--- src/design/rar_pkg.sv ---
// Shared types and constants for the rational arithmetic reduction block.
// No dependencies.
package rar_pkg;

    localparam int OPERAND_WIDTH_DEF = 16;
    localparam int QUEUE_DEPTH_DEF   = 2;

    typedef enum logic [1:0] {
        OP_ADD = 2'd0,
        OP_SUB = 2'd1,
        OP_MUL = 2'd2,
        OP_DIV = 2'd3
    } op_t;

    typedef enum logic [1:0] {
        ST_OK       = 2'd0,
        ST_DIV_ZERO = 2'd1,
        ST_DEN_ZERO = 2'd2
    } status_t;

endpackage

--- src/design/rar_front.sv ---
// Front end: accepts an item, checks it and forms the cross products.
// Depends on rar_pkg.
module rar_front
    import rar_pkg::*;
#(
    parameter int OPERAND_WIDTH = OPERAND_WIDTH_DEF
) (
    input  logic                       aclk,
    input  logic                       aresetn,
    input  logic                       s_tvalid,
    output logic                       s_tready,
    input  logic [1:0]                 s_tuser,
    input  logic [OPERAND_WIDTH-1:0]   a_num,
    input  logic [OPERAND_WIDTH-1:0]   a_den,
    input  logic [OPERAND_WIDTH-1:0]   b_num,
    input  logic [OPERAND_WIDTH-1:0]   b_den,
    output logic                       push,
    output logic [4*OPERAND_WIDTH+1:0] push_data,
    input  logic                       full
);

    localparam int W  = OPERAND_WIDTH;
    localparam int PW = 2 * W;

    typedef enum logic [2:0] {
        S_IDLE,
        S_MUL0,
        S_MUL1,
        S_MUL2,
        S_PUSH
    } state_t;

    state_t         state_reg;
    op_t            op_reg;
    logic [W-1:0]   an_reg, ad_reg, bn_reg, bd_reg;
    logic [PW-1:0]  p0_reg, p1_reg, p2_reg;

    logic [W-1:0]   an_mag, ad_mag, bn_mag, bd_mag;
    logic [W-1:0]   mul_a, mul_b;
    logic [PW-1:0]  prod;
    logic           s0, s2, den_neg;
    logic           num_neg;
    logic [PW-1:0]  num_mag;
    status_t        status;

    assign an_mag = an_reg[W-1] ? (~an_reg + 1'b1) : an_reg;
    assign ad_mag = ad_reg[W-1] ? (~ad_reg + 1'b1) : ad_reg;
    assign bn_mag = bn_reg[W-1] ? (~bn_reg + 1'b1) : bn_reg;
    assign bd_mag = bd_reg[W-1] ? (~bd_reg + 1'b1) : bd_reg;

    always_comb begin
        mul_a = ad_mag;
        mul_b = bn_mag;
        case (state_reg)
            S_MUL0: begin
                mul_a = an_mag;
                mul_b = (op_reg == OP_MUL) ? bn_mag : bd_mag;
            end
            S_MUL1: begin
                mul_a = ad_mag;
                mul_b = (op_reg == OP_DIV) ? bn_mag : bd_mag;
            end
            default: begin
                mul_a = ad_mag;
                mul_b = bn_mag;
            end
        endcase
    end

    assign prod = PW'(mul_a) * PW'(mul_b);

    assign s0      = an_reg[W-1] ^ ((op_reg == OP_MUL) ? bn_reg[W-1] : bd_reg[W-1]);
    assign s2      = ad_reg[W-1] ^ bn_reg[W-1] ^ (op_reg == OP_SUB);
    assign den_neg = ad_reg[W-1] ^ ((op_reg == OP_DIV) ? bn_reg[W-1] : bd_reg[W-1]);

    always_comb begin
        num_neg = s0;
        num_mag = p0_reg;
        if (op_reg == OP_ADD || op_reg == OP_SUB) begin
            if (s0 == s2) begin
                num_mag = p0_reg + p2_reg;
            end else if (p0_reg >= p2_reg) begin
                num_mag = p0_reg - p2_reg;
            end else begin
                num_neg = s2;
                num_mag = p2_reg - p0_reg;
            end
        end
    end

    always_comb begin
        if (ad_reg == '0 || bd_reg == '0) begin
            status = ST_DEN_ZERO;
        end else if (op_reg == OP_DIV && bn_reg == '0) begin
            status = ST_DIV_ZERO;
        end else begin
            status = ST_OK;
        end
    end

    assign s_tready  = (state_reg == S_IDLE);
    assign push      = (state_reg == S_PUSH) && !full;
    assign push_data = {status, num_neg ^ den_neg, num_mag, p1_reg[PW-2:0]};

    always_ff @(posedge aclk) begin
        if (!aresetn) begin
            state_reg <= S_IDLE;
        end else begin
            case (state_reg)
                S_IDLE: begin
                    if (s_tvalid) begin
                        op_reg    <= op_t'(s_tuser);
                        an_reg    <= a_num;
                        ad_reg    <= a_den;
                        bn_reg    <= b_num;
                        bd_reg    <= b_den;
                        state_reg <= S_MUL0;
                    end
                end
                S_MUL0: begin
                    p0_reg    <= prod;
                    state_reg <= S_MUL1;
                end
                S_MUL1: begin
                    p1_reg    <= prod;
                    state_reg <= (op_reg == OP_ADD || op_reg == OP_SUB) ? S_MUL2 : S_PUSH;
                end
                S_MUL2: begin
                    p2_reg    <= prod;
                    state_reg <= S_PUSH;
                end
                S_PUSH: begin
                    if (!full) begin
                        state_reg <= S_IDLE;
                    end
                end
                default: begin
                    state_reg <= S_IDLE;
                end
            endcase
        end
    end

endmodule

--- src/design/rar_queue.sv ---
// Short register queue between the front end and the reduction back end.
// Depends on rar_pkg.
module rar_queue
    import rar_pkg::*;
#(
    parameter int DATA_WIDTH = 4 * OPERAND_WIDTH_DEF + 2,
    parameter int DEPTH      = QUEUE_DEPTH_DEF
) (
    input  logic                  aclk,
    input  logic                  aresetn,
    input  logic                  push,
    input  logic [DATA_WIDTH-1:0] push_data,
    output logic                  full,
    input  logic                  pop,
    output logic [DATA_WIDTH-1:0] pop_data,
    output logic                  empty
);

    localparam int PTR_W = (DEPTH > 1) ? $clog2(DEPTH) : 1;
    localparam int CNT_W = $clog2(DEPTH + 1);

    logic [DATA_WIDTH-1:0] data_reg [DEPTH];
    logic [PTR_W-1:0]      wr_ptr_reg, rd_ptr_reg;
    logic [CNT_W-1:0]      count_reg;

    assign full     = (count_reg == CNT_W'(DEPTH));
    assign empty    = (count_reg == '0);
    assign pop_data = data_reg[rd_ptr_reg];

    always_ff @(posedge aclk) begin
        if (push) begin
            data_reg[wr_ptr_reg] <= push_data;
        end
    end

    always_ff @(posedge aclk) begin
        if (!aresetn) begin
            wr_ptr_reg <= '0;
            rd_ptr_reg <= '0;
            count_reg  <= '0;
        end else begin
            if (push) begin
                wr_ptr_reg <= (wr_ptr_reg == PTR_W'(DEPTH - 1)) ? '0 : wr_ptr_reg + 1'b1;
            end
            if (pop) begin
                rd_ptr_reg <= (rd_ptr_reg == PTR_W'(DEPTH - 1)) ? '0 : rd_ptr_reg + 1'b1;
            end
            if (push && !pop) begin
                count_reg <= count_reg + 1'b1;
            end else if (pop && !push) begin
                count_reg <= count_reg - 1'b1;
            end
        end
    end

`ifndef ASSERT_OFF
    a_no_push_full: assert property (@(posedge aclk) disable iff (!aresetn)
        push |-> !full) else $error("queue written while full");
    a_no_pop_empty: assert property (@(posedge aclk) disable iff (!aresetn)
        pop |-> !empty) else $error("queue read while empty");
`endif

endmodule

--- src/design/rar_back.sv ---
// Back end: binary gcd, two serial divisions by the gcd, output register.
// Depends on rar_pkg.
module rar_back
    import rar_pkg::*;
#(
    parameter int OPERAND_WIDTH = OPERAND_WIDTH_DEF
) (
    input  logic                       aclk,
    input  logic                       aresetn,
    input  logic                       empty,
    output logic                       pop,
    input  logic [4*OPERAND_WIDTH+1:0] pop_data,
    output logic                       m_tvalid,
    input  logic                       m_tready,
    output logic [2*OPERAND_WIDTH:0]   res_num,
    output logic [2*OPERAND_WIDTH-2:0] res_den,
    output status_t                    status
);

    localparam int PW = 2 * OPERAND_WIDTH;
    localparam int QW = 2 * PW + 2;
    localparam int CW = $clog2(PW);

    typedef enum logic [1:0] {
        S_IDLE,
        S_GCD,
        S_DIV,
        S_OUT
    } state_t;

    state_t         state_reg;
    status_t        status_reg, q_status, res_status_reg;
    logic           neg_reg;
    logic [PW-1:0]  num_reg, den_reg, x_reg, y_reg, g_reg, rn_reg, rd_reg;
    logic [CW-1:0]  k_reg, cnt_reg;
    logic           m_valid_reg;
    logic [PW:0]    res_num_reg;
    logic [PW-2:0]  res_den_reg;

    logic [PW-1:0]  q_num, q_den;
    logic [PW-1:0]  rn_sh, rd_sh;
    logic           n_ge, d_ge;
    logic [PW:0]    num_signed;

    assign q_status = status_t'(pop_data[QW-1 -: 2]);
    assign q_num    = pop_data[2*PW-2 -: PW];
    assign q_den    = {1'b0, pop_data[PW-2:0]};

    assign pop = (state_reg == S_IDLE) && !empty;

    assign rn_sh = {rn_reg[PW-2:0], num_reg[PW-1]};
    assign rd_sh = {rd_reg[PW-2:0], den_reg[PW-1]};
    assign n_ge  = (rn_sh >= g_reg);
    assign d_ge  = (rd_sh >= g_reg);

    assign num_signed = neg_reg ? (~{1'b0, num_reg} + 1'b1) : {1'b0, num_reg};

    assign m_tvalid = m_valid_reg;
    assign res_num  = res_num_reg;
    assign res_den  = res_den_reg;
    assign status   = res_status_reg;

    always_ff @(posedge aclk) begin
        if (!aresetn) begin
            state_reg   <= S_IDLE;
            m_valid_reg <= 1'b0;
        end else begin
            if (m_valid_reg && m_tready && state_reg != S_OUT) begin
                m_valid_reg <= 1'b0;
            end
            case (state_reg)
                S_IDLE: begin
                    if (!empty) begin
                        status_reg <= q_status;
                        neg_reg    <= 1'b0;
                        if (q_status != ST_OK) begin
                            num_reg   <= '0;
                            den_reg   <= '0;
                            state_reg <= S_OUT;
                        end else if (q_num == '0) begin
                            num_reg   <= '0;
                            den_reg   <= PW'(1);
                            state_reg <= S_OUT;
                        end else begin
                            neg_reg   <= pop_data[QW-3];
                            num_reg   <= q_num;
                            den_reg   <= q_den;
                            x_reg     <= q_num;
                            y_reg     <= q_den;
                            k_reg     <= '0;
                            state_reg <= S_GCD;
                        end
                    end
                end
                S_GCD: begin
                    if (x_reg == y_reg) begin
                        g_reg     <= x_reg << k_reg;
                        rn_reg    <= '0;
                        rd_reg    <= '0;
                        cnt_reg   <= '0;
                        state_reg <= S_DIV;
                    end else if (!x_reg[0] && !y_reg[0]) begin
                        x_reg <= x_reg >> 1;
                        y_reg <= y_reg >> 1;
                        k_reg <= k_reg + 1'b1;
                    end else if (!x_reg[0]) begin
                        x_reg <= x_reg >> 1;
                    end else if (!y_reg[0]) begin
                        y_reg <= y_reg >> 1;
                    end else if (x_reg > y_reg) begin
                        x_reg <= (x_reg - y_reg) >> 1;
                    end else begin
                        y_reg <= (y_reg - x_reg) >> 1;
                    end
                end
                S_DIV: begin
                    rn_reg  <= n_ge ? (rn_sh - g_reg) : rn_sh;
                    rd_reg  <= d_ge ? (rd_sh - g_reg) : rd_sh;
                    num_reg <= {num_reg[PW-2:0], n_ge};
                    den_reg <= {den_reg[PW-2:0], d_ge};
                    cnt_reg <= cnt_reg + 1'b1;
                    if (cnt_reg == CW'(PW - 1)) begin
                        state_reg <= S_OUT;
                    end
                end
                S_OUT: begin
                    if (!m_valid_reg || m_tready) begin
                        res_num_reg    <= num_signed;
                        res_den_reg    <= den_reg[PW-2:0];
                        res_status_reg <= status_reg;
                        m_valid_reg    <= 1'b1;
                        state_reg      <= S_IDLE;
                    end
                end
                default: begin
                    state_reg <= S_IDLE;
                end
            endcase
        end
    end

`ifndef ASSERT_OFF
    a_gcd_nonzero: assert property (@(posedge aclk) disable iff (!aresetn)
        (state_reg == S_DIV) |-> (g_reg != '0)) else $error("zero gcd in division");
    a_ok_den: assert property (@(posedge aclk) disable iff (!aresetn)
        (m_valid_reg && res_status_reg == ST_OK) |-> (res_den_reg != '0))
        else $error("zero denominator on good result");
`endif

endmodule

--- src/design/rational_arith_reduce.sv ---
// Rational fraction arithmetic with gcd reduction. One result per accepted
// transaction; the front end forms the cross products on one shared
// multiplier (two for multiply and divide, three plus the sum for add and
// subtract), then the back end runs the binary gcd loop and the division
// loop, the two bit-serial divisions by the gcd. Error and zero-numerator
// items skip both loops. The queue lets the front end take the next item
// while one reduces.
// Depends on rar_pkg, rar_front, rar_queue and rar_back.
module rational_arith_reduce
    import rar_pkg::*;
#(
    parameter int OPERAND_WIDTH = OPERAND_WIDTH_DEF,
    parameter int QUEUE_DEPTH   = QUEUE_DEPTH_DEF
) (
    input  logic                                     aclk,
    input  logic                                     aresetn,
    input  logic                                     s_tvalid,
    output logic                                     s_tready,
    // a_num, a_den, b_num, b_den
    input  logic [((4*OPERAND_WIDTH+7)/8)*8-1:0]     s_tdata,
    // opcode
    input  logic [1:0]                               s_tuser,
    output logic                                     m_tvalid,
    input  logic                                     m_tready,
    // res_num, res_den
    output logic [((4*OPERAND_WIDTH+7)/8)*8-1:0]     m_tdata,
    // status
    output logic [1:0]                               m_tuser
);

    localparam int W  = OPERAND_WIDTH;
    localparam int TW = ((4 * W + 7) / 8) * 8;
    localparam int QW = 4 * W + 2;

    logic          push, full, pop, empty;
    logic [QW-1:0] push_data, pop_data;
    logic [2*W:0]  res_num;
    logic [2*W-2:0] res_den;
    status_t       status;

    rar_front #(.OPERAND_WIDTH(W)) u_front (
        .aclk      (aclk),
        .aresetn   (aresetn),
        .s_tvalid  (s_tvalid),
        .s_tready  (s_tready),
        .s_tuser   (s_tuser),
        .a_num     (s_tdata[W-1:0]),
        .a_den     (s_tdata[2*W-1:W]),
        .b_num     (s_tdata[3*W-1:2*W]),
        .b_den     (s_tdata[4*W-1:3*W]),
        .push      (push),
        .push_data (push_data),
        .full      (full)
    );

    rar_queue #(.DATA_WIDTH(QW), .DEPTH(QUEUE_DEPTH)) u_queue (
        .aclk      (aclk),
        .aresetn   (aresetn),
        .push      (push),
        .push_data (push_data),
        .full      (full),
        .pop       (pop),
        .pop_data  (pop_data),
        .empty     (empty)
    );

    rar_back #(.OPERAND_WIDTH(W)) u_back (
        .aclk     (aclk),
        .aresetn  (aresetn),
        .empty    (empty),
        .pop      (pop),
        .pop_data (pop_data),
        .m_tvalid (m_tvalid),
        .m_tready (m_tready),
        .res_num  (res_num),
        .res_den  (res_den),
        .status   (status)
    );

    assign m_tdata = TW'({res_den, res_num});
    assign m_tuser = status;

endmodule
--- config.mk ---
export PLATFORM = sky130hd
export DESIGN_NAME = rational_arith_reduce
export DESIGN_NICKNAME = d
export VERILOG_FILES = /design/src/design/rar_pkg.sv /design/src/design/rar_front.sv /design/src/design/rar_queue.sv /design/src/design/rar_back.sv /design/src/design/rational_arith_reduce.sv
export SDC_FILE = /design/constraint.sdc
export NUM_CORES = 2
export LEC_CHECK = 0
export ABC_AREA = 1
export BUFFER_PORTS_ARGS = -buffer_cell sky130_fd_sc_hd__buf_2
export CORE_MARGIN = 2
export CORE_UTILIZATION = 65
export CTS_CLUSTER_DIAMETER = 100
export CTS_CLUSTER_SIZE = 24
export DETAILED_ROUTE_END_ITERATION = 10
export PLACE_DENSITY = 0.83
export SLEW_MARGIN = 5
export SYNTH_ARGS = -nofsm -noshare
export SYNTH_HDL_FRONTEND = slang
export SYNTH_SLANG_ARGS = --single-unit
--- constraint.sdc ---
create_clock -name aclk -period 10.95 [get_ports aclk]
set_clock_uncertainty 0.2 [all_clocks]
set_input_delay 0.5475 -clock aclk [delete_from_list [all_inputs] [get_ports aclk]]
set_output_delay 0.5475 -clock aclk [all_outputs]
set_load 0.02 [all_outputs]
Word-level counts from Yosys, hierarchy flattened
Memories as Yosys holds them, arrays and structs flattened. A register that Yosys moved wholly into a read port is not among the register bits.
Index checks and enable logic that the tools add are counted.
- shift operators: 1
- equality and inequality tests: 29
- $lt $le $gt $ge: 4
- multiplexer cells: 80
- multipliers: 1
- add/sub/neg operators: 18
- reduce and logical (&&, ||, !) cells: 48
- bitwise operators: 11
- div/mod/pow operators: 0
- operators with widths (operator ; number):
    32-bit two-way mux ; 25
    32-bit one-hot mux with 2 select lines ; 4
    32-bit subtractor ; 4
    31-bit two-way mux ; 4
    31-bit one-hot mux with 2 select lines ; 2
    16-bit two-way mux ; 7
    32-bit >= comparator ; 3
    16-bit by 1-bit adder with 16-bit output (second input constant) ; 4
    16-bit inverter ; 4
    31-bit subtractor ; 2
    16-bit logical NOT ; 3
    33-bit by 1-bit adder with 33-bit output (second input constant) ; 1
    32-bit inverter with 33-bit output ; 1
    32-bit adder ; 1
    32-bit equality test ; 1
    32-bit greater-than comparator ; 1
    32-bit logical NOT ; 1
    16-bit by 16-bit multiplier with 32-bit output ; 1
    16-bit one-hot mux with 2 select lines ; 1
    32-bit by 5-bit left shift with 32-bit output ; 1
    5-bit two-way mux ; 6
    5-bit one-hot mux with 2 select lines ; 2
    2-bit two-way mux ; 9
    3-bit AND reduction ; 6
    other kinds (33) ; 98
- memories kept: 1
- bits in writable memories: 132
- output and inout bits: 68
- memory bits (read-only): 0
- bits in registers: 472
- latch bits: 0
- memories (name ; words ; width ; rd ports ; clocked after Yosys merged registers in ; wr ports ; line ; text):
    u_queue.data_reg ; 2 ; 66 ; 1 ; 1 ; 1 ; rar_queue.sv:22 ; logic [DATA_WIDTH-1:0] data_reg [DEPTH];

Longest topological paths before layout
- depth after elaboration: 7
- depth in mapped cells: 36
- gate-level depth less buffers: 35

Cells and area by module
A second synthesis with hierarchy kept.
- cell total of the unflattened synthesis: 6797
- area, all modules: 52466.6 sq um
- modules (own cells, without submodules) (module ; area each (sq um) ; cells an instance ; instances):
    rar_back ; 24310.8 ; 3404 ; 1
    rar_front ; 23004.6 ; 3153 ; 1
    rar_queue ; 5151.2 ; 240 ; 1

Worst setup path after synthesis
No wires, ideal clock.
- kind: register -> register
- from: register u_back.x_reg[15]
- to: register u_back.cnt_reg[0], enable pin
- path slack: 3.789 ns
- clock period less this slack: 7.161 ns
- cell stages (with the launch flop): 9
- data arrival time: 6.369 ns
- cells stage by stage: edfxtp_1 ha_1 buf_2 nand2_1 nor2_2 nand2_2 nor2_1 a21oi_1 a211oi_1
- longest elaborated chain between the ends: 3
- ends and longest elaborated chain (item ; line ; text):
    start, declared ; rar_back.sv:34 ; logic [PW-1:0] num_reg, den_reg, x_reg, y_reg, g_reg, rn_reg, rd_reg;
    start signal, assigned ; rar_back.sv:88 ; x_reg <= q_num;
    start signal, assigned ; rar_back.sv:103 ; x_reg <= x_reg >> 1;
    start signal, assigned ; rar_back.sv:107 ; x_reg <= x_reg >> 1;
    32-bit equality test ; rar_back.sv:96 ; if (x_reg == y_reg) begin
    2-bit by 1-bit != test with 1-bit output (no source line) ; - ;
    3-bit AND reduction (no source line) ; - ;
    end signal, assigned ; rar_back.sv:121 ; cnt_reg <= cnt_reg + 1'b1;
    end, declared ; rar_back.sv:35 ; logic [CW-1:0] k_reg, cnt_reg;
No other way between the ends.
A chain may end at the register's enable or synchronous reset.

Worst setup path in the final report
- from: register u_front.state_reg[0]
- to: register u_front.p2_reg[26], data pin
- longest elaborated chain between the ends: 3
- elaborated cells on any way between the ends: 5
- ends and longest elaborated chain (item ; line ; text):
    start, declared ; rar_front.sv:33 ; state_t state_reg;
    start signal, assigned ; rar_front.sv:126 ; state_reg <= (op_reg == OP_ADD || op_reg == OP_SUB) ? S_MUL2 : S_PUSH;
    3-bit by 2-bit equality test with 1-bit output or 3-bit by 1-bit equality test with 1-bit output (tied branches) ; rar_front.sv:54 ; case (state_reg)
    16-bit one-hot mux with 2 select lines or 16-bit two-way mux (tied branches) ; rar_front.sv:54 ;
    16-bit by 16-bit multiplier with 32-bit output (*) ; rar_front.sv:70 ; assign prod = PW'(mul_a) * PW'(mul_b);
    net u_front.prod[26] ; rar_front.sv:40 ; logic [PW-1:0] prod;
    end signal, assigned ; rar_front.sv:129 ; p2_reg <= prod;
    end, declared ; rar_front.sv:36 ; logic [PW-1:0] p0_reg, p1_reg, p2_reg;
The timed path passes the listed nets; every way through them passes the cells marked *.

==> impl_metrics.json <==
{
  "first_iter_violations": 6037,
  "synthTopCellsByArea": "edfxtp_1 35%, nand2_1 13%, ha_1 8.4%, fa_1 8.0%, inv_1 6.8%",
  "htreeDepth": 2,
  "die_w_um": 282,
  "rsz0062_at_grt": "false",
  "final_nets": 7078,
  "ys_types": 60,
  "die-area_sq_mm": 0.0797,
  "drive_gt1_share_pct": 5.78,
  "yosysSeqAreaShare_pct": 35.8,
  "grtUsageTotal_pct": 41.0,
  "min_period_over_period_pct": 76.3,
  "hold_slack_ps": 113,
  "path_max_fanout": 19,
  "fin_crit_ps": 8350,
  "synthFlopType": "edfxtp_1",
  "multiInputGateArea_sq_mm": 0.0277,
  "io_pins": 138,
  "gp_congestion": 1.05,
  "cp.required_ps": 11130,
  "cpPeakStageDelay_ps": 640,
  "final_common_cell": "nand2_1",
  "fill_cells": 6390,
  "antenna_found_initial": 3,
  "synth_seq_cells": 604,
  "fin_tns_setup_ps": 0,
  "clk_pin_slew_worst_paths_ps": 90,
  "synthToLayoutAreaGrowth_pct": 5.93,
  "grt_pass1_vias": 43162,
  "slowest_stage": "nor3_4",
  "grt_overflow_total": 0,
  "drt_wl_total_um": 165000,
  "regArea_sq_mm": 0.0180,
  "clk-insertion-delay-late_ps": 610,
  "initial_utilization_pct": 65.3,
  "layout_common_cells": "1749 x nand2_1, 909 x inv_1, 593 x edfxtp_1",
  "post-route-drc-count": 0,
  "syn-mean-instance-area_sq_um": 7.86,
  "ant_nets": 0,
  "synthArstFlopShare_pct": 0,
  "dp_hpwl_um": 127000,
  "hold_violations": 0,
  "yosysTopAreaCellShare_pct": 35.4,
  "grt_pass1_wl_um": 248000,
  "num_vias": 45636,
  "syn_area_sq_mm": 0.0503,
  "core_region_area_sq_mm": 0.0771,
  "critPathTopFamily": "adder cells",
  "hold_path_class": "primary input to register",
  "worst-path-buf-inv": 5,
  "slew_violations": 0,
  "worstPathArrival_ps": 8540,
  "largest_register_ffs": 132,
  "cts_tree": "built",
  "clockBufferDepth": 3,
  "ys.warnings.count": 0,
  "stdcell_count": 7527,
  "rows": 102,
  "maxCapViolCount": 0,
  "fmaxAchievable_mhz": 120,
  "status": "completed",
  "setup_viol": 0,
  "max-slew-margin-rel_pct": 19.2,
  "fp.dieH_um": 282,
  "synth_edf_count": 593,
  "syn_inst": 6403,
  "synthesis.nets": 7012,
  "cp-start-kind": "register",
  "worst_slew_pin_slew_ps": 1210,
  "numCtsBuffers": 35,
  "dp.cells": 7406,
  "end_kind": "register",
  "cts_sinks": 604,
  "vias_per_cell": 6.06,
  "portBuffers": 137,
  "root_buffer": "clkbuf_16",
  "grt_max_degree": 73,
  "cp_common_cell": "fa_1",
  "first_pass_iters": 6,
  "wl_per_cell_um": 21.9,
  "critPathKind": "register to register",
  "synth_area_leader_cell": "edfxtp_1"
}
## tightest hold or removal path: cells and delay by family
kind,cells,cell delay [ps]
buffers and inverters,1,180
AOI/OAI and AO/OA,1,100
and+or+nand+nor,1,50
## Yosys cell counts (all sizes together), types with 11 or more instances
cell	instances
ha	338
o21a	20
nand3b	12
dfxtp	11
a21boi	18
o21bai	29
nor2	589
nor3	63
nand2	1783
nand4	56
clkbuf	74
xor2	151
nor4	19
xnor2	52
fa	201
a21o	25
a21oi	438
buf	129
o211ai	19
nand3	278
mux2i	40
a22oi	15
edfxtp	593
inv	959
o21ai	417
or2	12
a31oi	20
o22ai	17
## per-layer routing
metal  vias up  GRT usage, %  share of wire [%]
met1     21479          56.6                 39
met4         2          17.7                5.1
met5         -             0             0.0079
met3       478          8.16                 12
li1      20852             -                  -
met2      2825          63.1                 44
## path summary, 6_finish.rpt
path	from	end	slack [ps]	depth (start not counted)
setup reg to reg	u_front.state_reg[0]$_SDFFE_PN0P_	u_front.p2_reg[26]$_DFFE_PP_	2600	25
setup / recovery	u_front.state_reg[0]$_SDFFE_PN0P_	u_front.p2_reg[26]$_DFFE_PP_	2600	25
hold reg to reg	u_back.status_reg[0]$_DFFE_PP_	u_back.status[0]$_DFFE_PP_	230	0
hold / removal	aresetn	u_queue.wr_ptr_reg$_SDFFE_PN0P_	110	3
## stage by stage
stage | area [sq um] | worst slack, ps | utilization, %
2_1_floorplan | 50300 | 3790 | -
5_1_grt | 53300 | 2240 | 69.2
4_1_cts | 53300 | 2870 | 69.1
6_report | 53300 | 2600 | 69.2
3_5_place_dp | 51600 | 2950 | 66.9
3_3_place_gp | 51600 | 3060 | 66.9
## layout make-up
type	count	share of cell area [%]
clock inverter	13	0.326
tap	1040	2.44
multi-input combinational	4630	52.0
clock buffer	41	1.69
timing repair buffer	232	2.93
inverter	966	6.82
antenna	1	0.00469
sequential	604	33.8
## cells by family after synthesis
| kind of cell | share of synthesized area, % |
|---|---|
| compound gates | 11.2 |
| xor+xnor | 3.56 |
| simple gates | 22.9 |
| mux | 0.796 |
| flops | 35.8 |
| fa+ha+maj | 16.4 |
| buf+inv | 9.30 |
## timing repair
item / in CTS / in global routing
buffers inserted: 0 / 0
resized for setup: 0 / 0
hold buffers: 66 / 0
hold endpoints to repair: 66 / 0
Power is not shown: default switching activity piles up to over one toggle a cycle in this logic, so the estimate is an artifact.
